[config.mk]
export PLATFORM = sky130hd
export DESIGN_NAME = nvcp_queue
export DESIGN_NICKNAME = d
export VERILOG_FILES = /design/src/rtl/nvcp_pkg.sv /design/src/rtl/nvcp_queue.sv
export SDC_FILE = /design/constraint.sdc
export NUM_CORES = 1
export LEC_CHECK = 0
export ABC_AREA = 1
export BUFFER_PORTS_ARGS = -buffer_cell sky130_fd_sc_hd__buf_2
export CAP_MARGIN = 25
export CORE_MARGIN = 1.5
export CORE_UTILIZATION = 50
export DETAILED_ROUTE_END_ITERATION = 10
export GPL_TIMING_DRIVEN = 0
export MAX_ROUTING_LAYER = met4
export PLACE_DENSITY_LB_ADDON = 0.3
export SLEW_MARGIN = 20
export SYNTH_ARGS = -nofsm -noshare
export SYNTH_HDL_FRONTEND = slang
export SYNTH_SLANG_ARGS = --single-unit
[constraint.sdc]
create_clock -name clk_i -period 2.05 [get_ports clk_i]
set_input_delay 0 -clock clk_i [delete_from_list [all_inputs] [get_ports clk_i]]
set_output_delay 0 -clock clk_i [all_outputs]
set_load 0.005 [all_outputs]
[src/rtl/nvcp_pkg.sv]
// nvcp_pkg: shared types and constants of the name=value command parser
// no dependencies; imported by the channel interfaces and all rtl modules
package nvcp_pkg;

  // fixed field widths
  localparam int unsigned BYTE_W   = 8;
  localparam int unsigned SLOT_W   = 64;
  localparam int unsigned CNT_W    = 3;
  localparam int unsigned IDX_W    = 3;
  localparam int unsigned MANT_W   = 32;
  localparam int unsigned PLACES_W = 8;
  localparam int unsigned REG_W    = 3;

  // depth of the queue between front and back
  localparam int unsigned QUEUE_DEPTH = 2;

  // special characters
  localparam logic [BYTE_W-1:0] CHAR_NUL   = 8'h00;
  localparam logic [BYTE_W-1:0] CHAR_EQ    = 8'h3D;
  localparam logic [BYTE_W-1:0] CHAR_HASH  = 8'h23;
  localparam logic [BYTE_W-1:0] CHAR_MINUS = 8'h2D;
  localparam logic [BYTE_W-1:0] CHAR_DOT   = 8'h2E;
  localparam logic [BYTE_W-1:0] CHAR_ZERO  = 8'h30;

  // mantissa limits
  localparam logic signed [MANT_W-1:0] MANT_MAX = 32'sh7FFF_FFFF;
  localparam logic signed [MANT_W-1:0] MANT_MIN = 32'sh8000_0000;

  // places limit
  localparam logic [PLACES_W-1:0] PLACES_MAX = 8'hFF;

  // configuration register indexes
  localparam logic [REG_W-1:0] REG_NAME_COUNT = 3'd0;
  localparam logic [REG_W-1:0] REG_NAME_SLOT0 = 3'd1;

  // parse phase held by the front
  typedef enum logic [1:0] {
    PH_NAME,
    PH_VSTART,
    PH_VALUE,
    PH_DONE
  } nvcp_phase_e;

  // operation the back carries out for one byte
  typedef enum logic [2:0] {
    OP_NOP,
    OP_NAME_CHAR,
    OP_NEG,
    OP_DOT,
    OP_DIGIT
  } nvcp_op_e;

  // one classified byte
  typedef struct packed {
    nvcp_op_e          op;
    logic [BYTE_W-1:0] data;
    logic              last;
  } nvcp_item_t;

endpackage

[src/rtl/nvcp_queue.sv]
// nvcp_queue: short register queue of classified bytes between front and back
// depends on nvcp_pkg for the item type and depth
module nvcp_queue import nvcp_pkg::*; (
  input  logic       clk_i,
  input  logic       rst_ni,
  input  nvcp_item_t push_item_i,
  input  logic       push_valid_i,
  output logic       push_ready_o,
  output nvcp_item_t pop_item_o,
  output logic       pop_valid_o,
  input  logic       pop_ready_i
);

  localparam int unsigned PTR_W = (QUEUE_DEPTH > 1) ? $clog2(QUEUE_DEPTH) : 1;
  localparam int unsigned CNT_W = $clog2(QUEUE_DEPTH + 1);

  nvcp_item_t         entries_q [QUEUE_DEPTH];
  logic [PTR_W-1:0]   wptr_q, rptr_q;
  logic [CNT_W-1:0]   count_q;
  logic               push, pop;

  assign push_ready_o = (count_q != CNT_W'(QUEUE_DEPTH));
  assign pop_valid_o  = (count_q != '0);
  assign push         = push_valid_i && push_ready_o;
  assign pop          = pop_valid_o && pop_ready_i;
  assign pop_item_o   = entries_q[rptr_q];

  // entry storage
  always_ff @(posedge clk_i) begin
    if (push) begin
      entries_q[wptr_q] <= push_item_i;
    end
  end

  // pointers and fill count
  always_ff @(posedge clk_i or negedge rst_ni) begin
    if (!rst_ni) begin
      wptr_q  <= '0;
      rptr_q  <= '0;
      count_q <= '0;
    end else begin
      if (push) begin
        wptr_q <= (wptr_q == PTR_W'(QUEUE_DEPTH - 1)) ? '0 : wptr_q + 1'b1;
      end
      if (pop) begin
        rptr_q <= (rptr_q == PTR_W'(QUEUE_DEPTH - 1)) ? '0 : rptr_q + 1'b1;
      end
      if (push && !pop) begin
        count_q <= count_q + 1'b1;
      end else if (pop && !push) begin
        count_q <= count_q - 1'b1;
      end
    end
  end

endmodule

-- Word level (Yosys, flattened, before mapping)
Memories as Yosys holds them, arrays and structs flattened.
Index checks and enable logic that the tools add are counted.
- register bits: 4
- memory bits (writable): 24
- bits of input ports: 16
- word-level logic and storage cells: 23
- memories: 1
- add/sub/neg operators: 4
- eq/ne operators: 1
- muxes and demuxes: 6
- reductions and logical operators: 8
- memory list (memory ; words ; width ; rd ports ; clocked after Yosys merged registers in ; wr ports ; line ; RTL):
    entries_q ; 2 ; 12 ; 1 ; 0 ; 1 ; nvcp_queue.sv:17 ; nvcp_item_t entries_q [QUEUE_DEPTH];
- operators with widths (operator ; number):
    1-bit logical AND ; 4
    1-bit 2-to-1 mux ; 4
    2-bit 2-to-1 mux ; 2
    2-bit nonzero test ; 2
    1-bit adder, second input constant ; 2
    2-bit by 1-bit adder with 2-bit output, second input constant ; 1
    1-bit logical NOT ; 2
    2-bit != test, second input constant ; 1
    2-bit by 1-bit subtractor with 2-bit output, second input constant ; 1

-- Depth between registers and ports, before layout
- depth in word-level cells: 6
- gate-level depth with buffers: 10
- mapped depth without buffers: 10

-- Worst setup path before layout
OpenSTA, ideal clock, no wires.
- path type: register -> register
- start: reg count_q[0]
- end: mem entries_q[0][0] (netlist bit) (enable)
- arrival: 1.104 ns
- required time: 1.670 ns
- path slack: 0.566 ns
- stages on the path, launching flop included: 5
- path buffers: 0
- clock period less this slack: 1.484 ns
- path through: dfrtp_1 -> inv_2 -> nand2_4 -> nand2_4 -> nor2_1
- word-level cells in the longest chain between the ends: 4
- ends and longest elaborated chain (element ; line ; RTL):
    start: declaration ; nvcp_queue.sv:19 ; logic [CNT_W-1:0] count_q;
    start signal: assignment ; nvcp_queue.sv:49 ; count_q <= count_q + 1'b1;
    start signal: assignment ; nvcp_queue.sv:51 ; count_q <= count_q - 1'b1;
    2-bit != test ; nvcp_queue.sv:22 ; assign push_ready_o = (count_q != CNT_W'(QUEUE_DEPTH));
    net push_ready_o ; nvcp_queue.sv:8 ; output logic push_ready_o,
    1-bit logical AND ; nvcp_queue.sv:24 ; assign push = push_valid_i && push_ready_o;
    1-bit 2-to-1 mux ; nvcp_queue.sv:30 ; if (push) begin
    1-bit 2-to-1 mux (not written as such) ; nvcp_queue.sv:31 ; entries_q[wptr_q] <= push_item_i;
    end: declaration ; nvcp_queue.sv:17 ;
The timed path passes the listed nets, and every way through them passes these cells.

-- Worst setup path after layout
- start: reg count_q[0]
- end: mem entries_q[1][6] (netlist bit) (enable)
- word-level cells in the longest chain between the ends: 4
- ends and longest elaborated chain (element ; line):
    2-bit != test ; nvcp_queue.sv:22
    1-bit logical AND ; nvcp_queue.sv:24
    1-bit 2-to-1 mux ; nvcp_queue.sv:30
    1-bit 2-to-1 mux (not written as such) ; nvcp_queue.sv:31
Every way passes these cells.

==> impl.org <==
** Status
- The run finished with clean final reports.

** Worst setup path
- The worst register-to-register path has a depth of 5.
- The most numerous cell type found on the critical path is nand2_4.
- Endpoint of the most critical register-to-register path :: entries_q[1][6]
- Worst reg-to-reg setup slack :: 530 ps
- In this run the worst path has a maximum fanout of 8.
- The worst register-to-register path begins at count_q[0].
- The worst setup path is captured at a flop.
- Worst path cell trace :: inv_2 > nand2_4 > nand2_4 > nor2_1 > buf_4
- Required @ worst endpoint :: 2100 ps
- Slowest stage cell on the critical path :: dfrtp_1
- Arrival time of data at the critical path endpoint :: 1570 ps
- The critical path is of the reg2reg type.
- Stage delay of the slowest cell on the critical path :: 430 ps
- STA classifies the critical path startpoint as a flop.

** Placement
- Cells after DPL :: 147
- In this run the tool buffered the top-level ports with 29 buffer cells.
- Summed over all nets, the half-perimeter wirelength after detailed placement is 1240 um.
- Routability-driven placement finished with a final weighted congestion of 0.707.

** Clock network
- In this run the number of H-tree levels came out at 1.
- The longest clock path from root to sink contains 2 buffers.
- Once the clock tree was built, the setup fixing pass inserted 0 buffers.
- Number of instances resized during post-cts repair :: 0
- Worst skew pair latency :: 320 ps
- CTS sink cnt :: 28
- After clock tree synthesis, the clock-pin slew on the worst setup and hold paths is 140 ps.
- TritonCTS built the clock tree.
- Cts bufs inserted :: 3
- Hold_buf cts :: 16
- The tree is rooted in a clkbuf_4.

** Die
- From left edge to right edge, the die measures 50.3 um.
- The floorplan step set the die height to 50.3 um.
- The die covers 2530 um^2.
- 30 I/O pins were placed.
- Initial Utilization :: 54.8%
- The floorplan has 16 rows.
- Area of the core :: 2040 um^2

** Synthesis
- Share of the synthesized area in the top cell type :: 64.4%
- The cell area that synthesis handed to floorplanning was 1120 um^2.
- Synthesis produced a netlist with a net count of 108.
- Register bit count reported by yosys :: 28
- Yosys printed 0 warnings.
- The share of the Yosys chip area taken by registers is 73.3%.
- The biggest area contributor in the post-synthesis netlist is edfxtp_1.
- Netlist cell types :: 15
- Synth area leaders :: edfxtp_1 64%, nand2_1 14%, dfrtp_1 8.9%
- In this run the mean area of a mapped cell was 12.3 um^2.
- In the synthesized netlist, the number of instances is 91.

** Timing
- Worst-margin pin slew :: 422 ps
- Setup violators final :: 0
- The final critical path takes up 74.3% of the cycle.
- The max-slew violation count is 0.
- Largest clock skew in the final design :: 1.89 ps
- Unrepaired setup endpoints after global routing :: false
- Final Hold Fails :: 0
- Counting I/O delays and the setup requirement, the final critical path takes 1520 ps.
- On the final layout, the worst hold slack is 392 ps.
- Measured against its own limit, the worst slew margin works out to 71.8%.
- Timing would allow up to 656 MHz.
- Total Negative Setup Slacks :: 0 ps

** Detailed routing
- Vias after detailed routing :: 768
- Post-detailed-route count of antenna-violating nets :: 0
- Routed WL :: 1960 um
- In the routed layout, each cell is associated on average with a via count of 4.54.
- The pre-antenna-repair detailed-routing pass consisted of 4 iterations.
- The detailed router finished its first iteration with 16 violations.
- Post-route DRC :: 0
- Detailed-route wire length per cell :: 11.6 um

** Layout
- Combined area of the multi-input logic cells :: 254 um^2
- Fill cells in the final layout number 142.
- FF+latch area :: 821 um^2
- The library cell used most frequently in the layout, excluding fill and tap cells, is nand2_1.
- Non-Filler Instances :: 169
- The number of antenna diodes in the final layout is 0.
- Highest-count cells in the layout ignoring fill and taps :: 42 x nand2_1, 29 x buf_2, 24 x edfxtp_1
- Cells with a size suffix above 1 make up 31.7% of the layout.
- P&R area growth vs syn :: 36.3%
- Post-layout net count :: 160
- Cells fill 74.8% of the core in the end.

** GRT
- The number of antenna violations at the first check in global routing came to 0.
- The via count of the first global-routing pass is 737.
- First-pass GRT wire length :: 3220 um
- Entering global routing, the biggest net connects 17 pins.
- Residual overflow from global routing :: 0
- Global routing used 17.8% of the available tracks across all layers.

** Power
- Internal power :: 1.29 mW
- Worst ir drop on vdd :: 0.000913 V
- Areal power density over the cells :: 1250 nW/um^2
- Of the total power, registers draw 44.8%.
- Power spent charging and discharging nets :: 623 uW
- Proportion of power drawn by the clock network :: 18.3%
- Total leakage power :: 0.701 nW
- Net switching is 32.6% of the power.
- The share of total power dissipated in combinational logic is 36.9%.

** Hold path
- The worst hold path passes through 2 cells.
- Endpoint, Worst Hold :: entries_q[0][10]
- The min-delay analysis places its worst path in the category in2reg.
- HP Start :: push_item_i[10]

** Run
- Max-cap violations in this run came to 0.
## power by group through the flow
stage	clock network [mW]	logic [mW]	registers, mW
6_report	0.350	0.706	0.857
5_1_grt	0.373	0.795	0.872
4_1_cts	0.357	0.689	0.863
3_5_place_dp	0	0.664	0.875
3_3_place_gp	0	0.649	0.866
2_1_floorplan	0	0.430	0.856
## worst max-delay path by stage
stage                                  to       start  slack [ps]
after CTS                 entries_q[1][6]  count_q[0]         200
final                     entries_q[1][6]  count_q[0]         530
after detailed placement  entries_q[1][3]  count_q[0]         220
after floorplan           entries_q[0][0]  count_q[0]         570
after global routing      entries_q[1][4]  count_q[0]         470
after global placement    entries_q[1][3]  count_q[0]         270
## through the flow
stage	area (um^2)	worst slack, ps	total power [mW]
after detailed placement	1300	220	1.54
final	1530	527	1.91
after floorplan	1120	566	1.29
after global routing	1530	468	2.04
after global placement	1300	273	1.52
after CTS	1510	204	1.91
## state kept, by name (all words and copies together), names as in the netlist
signal     count
wptr_q         1
count_q        2
entries_q     24
rptr_q         1
## final cells by class
cell class / count / area share, %
Sequential cell: 28 / 53.8
Timing Repair Buffer: 47 / 21.0
Multi-Input combinational cell: 54 / 16.6
Tap cell: 27 / 2.21
Clock inverter: 1 / 1.97
Inverter: 7 / 1.72
Clock buffer: 3 / 1.48
Buffer: 2 / 1.23
## synth_stat cells
cell and instances:
xor2_2 1, nand2_2 2, nand2_4 2, nand4_1 1, nand3_1 2, buf_6 1, ha_1 1, buf_4 1
xnor2_1 1, nand2_1 42, nor2_1 2, inv_1 4, edfxtp_1 24, dfrtp_1 4, inv_2 3
## routing by layer
metal / global-route usage [%] / part of all wire, % / vias to the layer above
met4: 4.05 / 0.92 / 0
met5: - / 0 / -
met2: 32.7 / 53 / 27
met1: 20.7 / 41 / 338
li1: - / - / 399
met3: 2.68 / 4.7 / 4
## critical path: cells and delay by family (launching register included)
kind | cells | cell delay (ps)
flops | 1 | 430
simple gates | 3 | 470
buf+inv | 2 | 350
## kinds of logic after synthesis
kind of cell	after synthesis	share of synthesized area, %
flip-flops	28	73.3
XOR/XNOR	2	2.24
adder cells (fa/ha/maj)	1	1.12
AND/OR/NAND/NOR	51	19.3
buffers and inverters	9	4.02
Power figures use the tool's default switching activity.
